**config.mk**
```make
export PLATFORM = sky130hd
export DESIGN_NAME = adjmg_cmd_fifo
export DESIGN_NICKNAME = d
export VERILOG_FILES = /design/src/rtl/adjmg_pkg.sv /design/src/rtl/adjmg_cmd_fifo.sv
export SDC_FILE = /design/constraint.sdc
export NUM_CORES = 1
export LEC_CHECK = 0
export BUFFER_PORTS_ARGS = -buffer_cell sky130_fd_sc_hd__buf_4
export CORE_ASPECT_RATIO = 0.6
export CORE_MARGIN = 1
export CORE_UTILIZATION = 54
export DETAILED_ROUTE_END_ITERATION = 12
export MAX_ROUTING_LAYER = met4
export PLACE_DENSITY_LB_ADDON = 0.08
export SETUP_SLACK_MARGIN = 0.15
export SLEW_MARGIN = 5
export SYNTH_ARGS = -nofsm -noshare
export SYNTH_HDL_FRONTEND = slang
export SYNTH_SLANG_ARGS = --single-unit
export TNS_END_PERCENT = 50
```
**constraint.sdc**
```tcl
create_clock -name aclk -period 3.5 [get_ports aclk]
set_input_delay 0.35 -clock aclk [delete_from_list [all_inputs] [get_ports aclk]]
set_output_delay 0.35 -clock aclk [all_outputs]
set_load 0.02 [all_outputs]
```
**src/rtl/adjmg_pkg.sv**
```systemverilog
// Shared types, codes and helper functions for the adjacency matrix graph block.
package adjmg_pkg;

    // Graph size and derived widths
    localparam int VERTICES = 64;
    localparam int ADDR_W   = $clog2(VERTICES);
    localparam int VERTEX_W = 6;
    localparam int ACTION_W = 2;

    // Request action codes as seen on the input stream
    localparam logic [ACTION_W-1:0] ACT_ADD   = 2'd0;
    localparam logic [ACTION_W-1:0] ACT_QUERY = 2'd1;
    localparam logic [ACTION_W-1:0] ACT_LIST  = 2'd2;

    // Command kinds after classification
    localparam logic [1:0] KIND_ADD   = 2'd0;
    localparam logic [1:0] KIND_QUERY = 2'd1;
    localparam logic [1:0] KIND_LIST  = 2'd2;
    localparam logic [1:0] KIND_ERR   = 2'd3;

    // Command queue depth
    localparam int QDEPTH = 2;
    localparam int QPTR_W = $clog2(QDEPTH);
    localparam int QCNT_W = $clog2(QDEPTH + 1);

    typedef logic [VERTICES-1:0] row_t;

    typedef struct packed {
        logic [1:0]        kind;
        logic [ADDR_W-1:0] a;
        logic [ADDR_W-1:0] b;
    } cmd_t;

    typedef struct packed {
        logic                status;
        logic                is_adjacent;
        logic [VERTEX_W-1:0] neighbor;
        logic                found;
        logic                last;
    } res_t;

    // Single set bit at the given column
    function automatic row_t col_bit(input logic [ADDR_W-1:0] idx);
        row_t r;
        r = '0;
        r[idx] = 1'b1;
        return r;
    endfunction

    // Index of the lowest set bit (zero when the row is empty)
    function automatic logic [ADDR_W-1:0] first_set(input row_t r);
        logic [ADDR_W-1:0] idx;
        idx = '0;
        for (int i = VERTICES - 1; i >= 0; i--) begin
            if (r[i]) begin
                idx = ADDR_W'(i);
            end
        end
        return idx;
    endfunction

endpackage

```
**src/rtl/adjmg_cmd_fifo.sv**
```systemverilog
// Short command queue between the front end and the execution back end.
module adjmg_cmd_fifo
    import adjmg_pkg::*;
(
    input  logic aclk,
    input  logic aresetn,
    input  logic push,
    input  cmd_t push_cmd,
    output logic full,
    input  logic pop,
    output logic not_empty,
    output cmd_t head
);

    cmd_t              q_reg [QDEPTH];
    logic [QPTR_W-1:0] wr_ptr_reg;
    logic [QPTR_W-1:0] wr_ptr_next;
    logic [QPTR_W-1:0] rd_ptr_reg;
    logic [QPTR_W-1:0] rd_ptr_next;
    logic [QCNT_W-1:0] count_reg;
    logic [QCNT_W-1:0] count_next;
    logic              do_push;
    logic              do_pop;

    assign full      = (32'(count_reg) == QDEPTH);
    assign not_empty = (count_reg != '0);
    assign head      = q_reg[rd_ptr_reg];
    assign do_push   = push && !full;
    assign do_pop    = pop && not_empty;

    // Pointer and fill count update
    always_comb begin
        wr_ptr_next = wr_ptr_reg;
        rd_ptr_next = rd_ptr_reg;
        count_next  = count_reg;
        if (do_push) begin
            wr_ptr_next = (32'(wr_ptr_reg) == QDEPTH - 1) ? '0 : wr_ptr_reg + 1'b1;
        end
        if (do_pop) begin
            rd_ptr_next = (32'(rd_ptr_reg) == QDEPTH - 1) ? '0 : rd_ptr_reg + 1'b1;
        end
        if (do_push && !do_pop) begin
            count_next = count_reg + 1'b1;
        end else if (do_pop && !do_push) begin
            count_next = count_reg - 1'b1;
        end
    end

    always_ff @(posedge aclk) begin
        if (!aresetn) begin
            wr_ptr_reg <= '0;
            rd_ptr_reg <= '0;
            count_reg  <= '0;
        end else begin
            wr_ptr_reg <= wr_ptr_next;
            rd_ptr_reg <= rd_ptr_next;
            count_reg  <= count_next;
        end
    end

    // Entry storage
    always_ff @(posedge aclk) begin
        if (do_push) begin
            q_reg[wr_ptr_reg] <= push_cmd;
        end
    end

endmodule

```
* Yosys cells after proc, flatten, opt, wreduce, memory -nomap -nowiden
Memory sizes are Yosys's and may differ from the RTL's. A register that Yosys moved wholly into a read port is not among the register bits.
Cells that the tools add are included.
W data, S select, Z words.
** Operators by class
- Add/sub/neg operators :: 4
- Mux-type cells :: 8
- Equal/unequal tests :: 1
- Reductions and logical operators :: 9
** Operator list (number)
- $mux W1 :: 6
- $logic_and A1 B1 Y1 :: 4
- $mux W2 :: 2
- $reduce_bool A2 Y1 :: 2
- $logic_not A1 Y1 :: 3
- $add A1 B1 Y1 const B :: 2
- $add A2 B1 Y2 const B :: 1
- $eq A2 B2 Y1 const B :: 1
- $sub A2 B1 Y2 const B :: 1
** Word-level totals
- Logic and storage cells :: 26
- RAM bits :: 28
- Memories :: 1
- Bits in registers :: 4
- Output and inout bits :: 16
- Input port bits :: 18
** Memory list
- q_reg :: words 2, bits a word 14, rd ports 1, clocked after Yosys merged registers in 1, write ports 1, line adjmg_cmd_fifo.sv:15 : cmd_t q_reg [QDEPTH];

* Depth between registers and ports, before layout
- Word-level depth :: 7
- Mapped depth :: 7
- Depth with buffers taken out :: 7

* Worst setup path before layout
No wires, ideal clock.
- Path kind :: reg2reg
- From :: reg count_reg[0]
- To :: mem q_reg[0][0] in the netlist's numbering (enable)
- Path buffers :: 0
- Data required time :: 3116 ps
- Slack :: 1881 ps
- Clock period less this slack :: 1619 ps
- Stages on the path, launching flop included :: 4
- Data arrival time :: 1235 ps
- Library setup time :: 384 ps
- Path through :: dfxtp_1 > nand2b_1 > inv_2 > nor3_2
** Between the ends
- Longest elaborated chain between the ends :: 5
** Ends and longest elaborated chain
- from (decl) :: line adjmg_cmd_fifo.sv:20 : logic [QCNT_W-1:0] count_reg;
- from (signal assigned) :: line adjmg_cmd_fifo.sv:57 : count_reg <= count_next;
- $eq A2 B2 Y1 :: line adjmg_cmd_fifo.sv:25 : assign full = (32'(count_reg) == QDEPTH);
- named net full :: line adjmg_cmd_fifo.sv:9 : output logic full,
- $logic_not A1 Y1 :: line adjmg_cmd_fifo.sv:28 : assign do_push = push && !full;
- $logic_and A1 B1 Y1 :: line adjmg_cmd_fifo.sv:28
- $mux W1 :: line adjmg_cmd_fifo.sv:63 : if (do_push) begin
- $mux W1 (not written as such) :: line adjmg_cmd_fifo.sv:64 : q_reg[wr_ptr_reg] <= push_cmd;
- to (decl) :: line adjmg_cmd_fifo.sv:15
The timed path passes the listed nets, and every way through them passes these cells.

* Worst setup path in the final report
- From :: reg count_reg[0]
- To :: mem q_reg[0][4] in the netlist's numbering (enable)
** Between the ends
- Longest elaborated chain between the ends :: 5
** Ends and longest elaborated chain (line)
- $eq A2 B2 Y1 :: adjmg_cmd_fifo.sv:25
- $logic_not A1 Y1 :: adjmg_cmd_fifo.sv:28
- $logic_and A1 B1 Y1 :: adjmg_cmd_fifo.sv:28
- $mux W1 :: adjmg_cmd_fifo.sv:63
- $mux W1 (not written as such) :: adjmg_cmd_fifo.sv:64
No other way between the ends.

==> impl.org <==
** Detailed routing
- The first detailed-routing pass took 4 iterations.
- In the routed design, unresolved DRC markers number 0.
- The count of nets left with antenna violations once routing finished came out at 0.
- Using the TritonRoute via totals, the vias-per-cell ratio works out to 4.99.
- Vias :: 689
- After detailed routing, the total wire length is 1780 um.
- Wire length per cell after detailed routing :: 12.9 um
- DRC violation total after the first TritonRoute iteration :: 12

** Final layout
- The finished cells cover 1610 sq um.
- Number of flip-flops in the largest register :: 28
- The library cell used most frequently in the layout, excluding fill and tap cells, is sky130_fd_sc_hd__buf_4.
- The net count of the finished layout is 126.
- The library cells used most frequently in the layout, excluding fill and tap cells, are sky130_fd_sc_hd__buf_4, sky130_fd_sc_hd__edfxtp_1, sky130_fd_sc_hd__mux2_2.
- Non-filler cells in the finished layout :: 138
- Number of antenna repair diodes :: 0
- The area growth from synthesis to layout is 29.9%.
- Post-layout utilization of the core :: 74.4%
- Area of combinational cells with multiple inputs :: 287 sq um
- Flip-flop and latch area :: 941 sq um
- Fraction of layout cells with a size suffix above 1 :: 51.9%
- Filler cells :: 135

** Clock tree
- CTS tree :: built
- Clock-pin slew was measured on the worst setup and hold paths at 0.06 ns.
- The number of gates resized after CTS was 0.
- Number of post-CTS setup repair buffers :: 0
- The clock drives 33 sinks.
- Number of CTS-inserted buffers :: 5
- Clock Tree Buf Depth :: 2
- Hold repair after CTS inserted 0 buffers.
- The tree is rooted in a sky130_fd_sc_hd__clkbuf_8.
- CTS built an H-tree with a depth of 2.
- Skew-Pair Late Insertion Delay :: 0.26 ns

** Place
- At the end of routability-driven placement, the weighted congestion stood at 0.635.
- Final HPWL DP :: 1260 um
- In this run the tool buffered the top-level ports with 33 buffer cells.
- Once placement finished, the instance area stood at 1520 sq um.
- After detailed placement, the design holds a cell count of 130.

** Power and ir drop
- Largest voltage drop on the vdd net :: 0.410 mV
- Leakage power total :: 0.622 nW
- PD cells :: 745 nW/um^2

** STA
- Headroom to the max-slew limit came out at 26.1%.
- Setup repair after global routing left no endpoint under its margin.
- Between clock sinks in the finished design, the worst skew comes to 0.00312 ns.
- Summed over all failing endpoints, the final setup total negative slack is 0 ns.
- Time the final worst path needs with I/O delays and setup :: 1.90 ns
- Setup violations remaining at the end of the flow were counted as 0.
- Top achievable clock speed :: 527 MHz
- Worst Tran Pin Value :: 1.10 ns
- Hold Vio Cnt, Final :: 0
- Of the available clock period, the critical path in the final layout requires 54.2%.
- The max-slew violation count is 0.

** Critical path
- STA classifies the critical path endpoint as a flip-flop.
- Category of the worst setup path launch point :: flip-flop
- Data arrival at the endpoint of the critical path :: 1.78 ns
- Setup Crit Path Kind :: reg -> reg
- Highest fanout seen on the critical path :: 15
- The worst register-to-register path begins at count_reg[0].
- In this run the worst setup path begins at count_reg[0].
- Data required time of the worst path :: 3.38 ns

** Synthesis
- Summing the areas of all fa, ha and maj instances in the mapped netlist gives 1.01% of the synthesized area.
- The synthesized netlist devotes 2.62% of its cell area to compound gates.
- Proportion of synthesized chip area in sequential cells :: 75.9%
- Post-synthesis share of cell area spent on xor and xnor gates :: 2.12%
- The cell count after synthesis came out at 68.
- Share of synthesized area spent on multiplexers :: 12.7%
- After synthesis the cells add up to 1240 sq um.
- Library cells used by synthesis :: 21
- Of the total synthesized cell area, the portion taken by AND, OR, NAND and NOR gates is 4.64%.
- Dividing the synthesized area by the synthesized cell count gives 18.2 sq um.
- Seq cells post-synth :: 33
- Warnings from Yosys :: 0
- The number of nets in the synthesized netlist is 87.
- Main combinational cell family by area after synthesis :: multiplexers

** Die
- Die outline area :: 2500 sq um
- The floorplan has 13 rows.
- The floorplan step set the die height to 39.1 um.
- The floorplan step set the die width to 63.9 um.
- The floorplan step defined a core boundary enclosing 2160 sq um.
- Once the floorplan was initialized, standard cells occupied 57.3% of the core.
- Number of I/O pins :: 34

** Global routing
- Wire length of the first global-routing pass :: 2640 um
- The via count of the first global-routing pass was 632.
- Global routing finished with a remaining overflow of 0.
- Total routing resource utilization after global routing :: 16.0%
- The number of antenna violations at the first check in global routing came to 0.
- Pin count of the biggest net entering global routing :: 16

** Hold path
- The tightest min-delay check is of the in -> reg type.
- Hold path startpoint :: push_cmd[6]

** Outcome
- The flow ran to the end, and the final reports show no timing, DRC or antenna violations.

** Flow run
- Max-cap violations in this run came to 0.
==> logic make-up (layout without fill, tap and decap cells) <==
family,after synthesis,after routing
buffers and inverters,3,43
AND/OR/NAND/NOR,9,9
adder cells (fa/ha/maj),1,1
XOR/XNOR,3,3
AO/OA/AOI/OAI,5,5
multiplexers,14,14
flip-flops,33,33
==> layout make-up <==
class / instances / share of cell area (%)
Sequential cell: 33 / 58.4
Multi-Input combinational cell: 32 / 17.8
Timing Repair Buffer: 33 / 15.4
Clock buffer: 8 / 5.59
Tap cell: 30 / 2.33
Inverter: 2 / 0.466
==> per-layer routing <==
layer,vias to the layer above,wire length [um],GRT usage (%)
li1,332,-,-
met1,332,763,16.8
met2,25,921,28.7
met3,0,93,5.29
met4,0,0,6.82
met5,-,0,-
==> worst paths after layout <==
| check | end | slack [ns] | depth (start not counted) |
|---|---|---|---|
| max reg2reg | q_reg[0][4] | 1.60 | 3 |
| max | q_reg[0][4] | 1.60 | 3 |
| min reg2reg | count_reg[1] | 0.54 | 2 |
| min | q_reg[1][6] | 0.27 | 1 |
==> metrics by stage <==
| stage | setup slack (ns) | hold slack, ns | power [mW] |
|---|---|---|---|
| 2_1_floorplan | 1.88 | 0.449 | 0.792 |
| 3_3_place_gp | 1.65 | 0.497 | 0.927 |
| 3_5_place_dp | 1.57 | 0.529 | 0.940 |
| 4_1_cts | 1.56 | 0.255 | 1.21 |
| 5_1_grt | 1.47 | 0.253 | 1.26 |
| 6_report | 1.60 | 0.267 | 1.20 |
==> power breakdown <==
part | total (mW) | switching [mW] | internal (mW)
sequential | 0.546 | 0.0462 | 0.500
combinational | 0.381 | 0.189 | 0.192
clock | 0.272 | 0.112 | 0.160
==> synthesized netlist by cell type <==
| master | instances | area [sq um] |
|---|---|---|
| sky130_fd_sc_hd__edfxtp_1 | 28 | 841 |
| sky130_fd_sc_hd__mux2_2 | 14 | 158 |
| sky130_fd_sc_hd__dfxtp_1 | 5 | 100 |
| sky130_fd_sc_hd__and2_1 | 3 | 18.8 |
| sky130_fd_sc_hd__xnor2_1 | 2 | 17.5 |
| sky130_fd_sc_hd__a21boi_0 | 1 | 7.51 |
| sky130_fd_sc_hd__a21boi_1 | 1 | 7.51 |
| sky130_fd_sc_hd__and3_1 | 1 | 6.26 |
| sky130_fd_sc_hd__buf_2 | 1 | 5.00 |
| sky130_fd_sc_hd__ha_1 | 1 | 12.5 |
| sky130_fd_sc_hd__inv_1 | 1 | 3.75 |
| sky130_fd_sc_hd__inv_2 | 1 | 3.75 |
| sky130_fd_sc_hd__nand2b_1 | 1 | 6.26 |
| sky130_fd_sc_hd__nor2_1 | 1 | 3.75 |
| sky130_fd_sc_hd__nor3_2 | 1 | 10.0 |
| sky130_fd_sc_hd__o21a_1 | 1 | 7.51 |
| sky130_fd_sc_hd__o21ai_0 | 1 | 5.00 |
| sky130_fd_sc_hd__o21ai_1 | 1 | 5.00 |
| sky130_fd_sc_hd__or2_2 | 1 | 6.26 |
| sky130_fd_sc_hd__or3_1 | 1 | 6.26 |
| sky130_fd_sc_hd__xor2_1 | 1 | 8.76 |
==> critical path: stages, from the launching register on <==
cell and delay, ns:
sky130_fd_sc_hd__dfxtp_1 0.42, sky130_fd_sc_hd__nand2b_1 0.20, sky130_fd_sc_hd__inv_2 0.07, sky130_fd_sc_hd__nor3_2 0.82
Power figures use the tool's default switching activity.
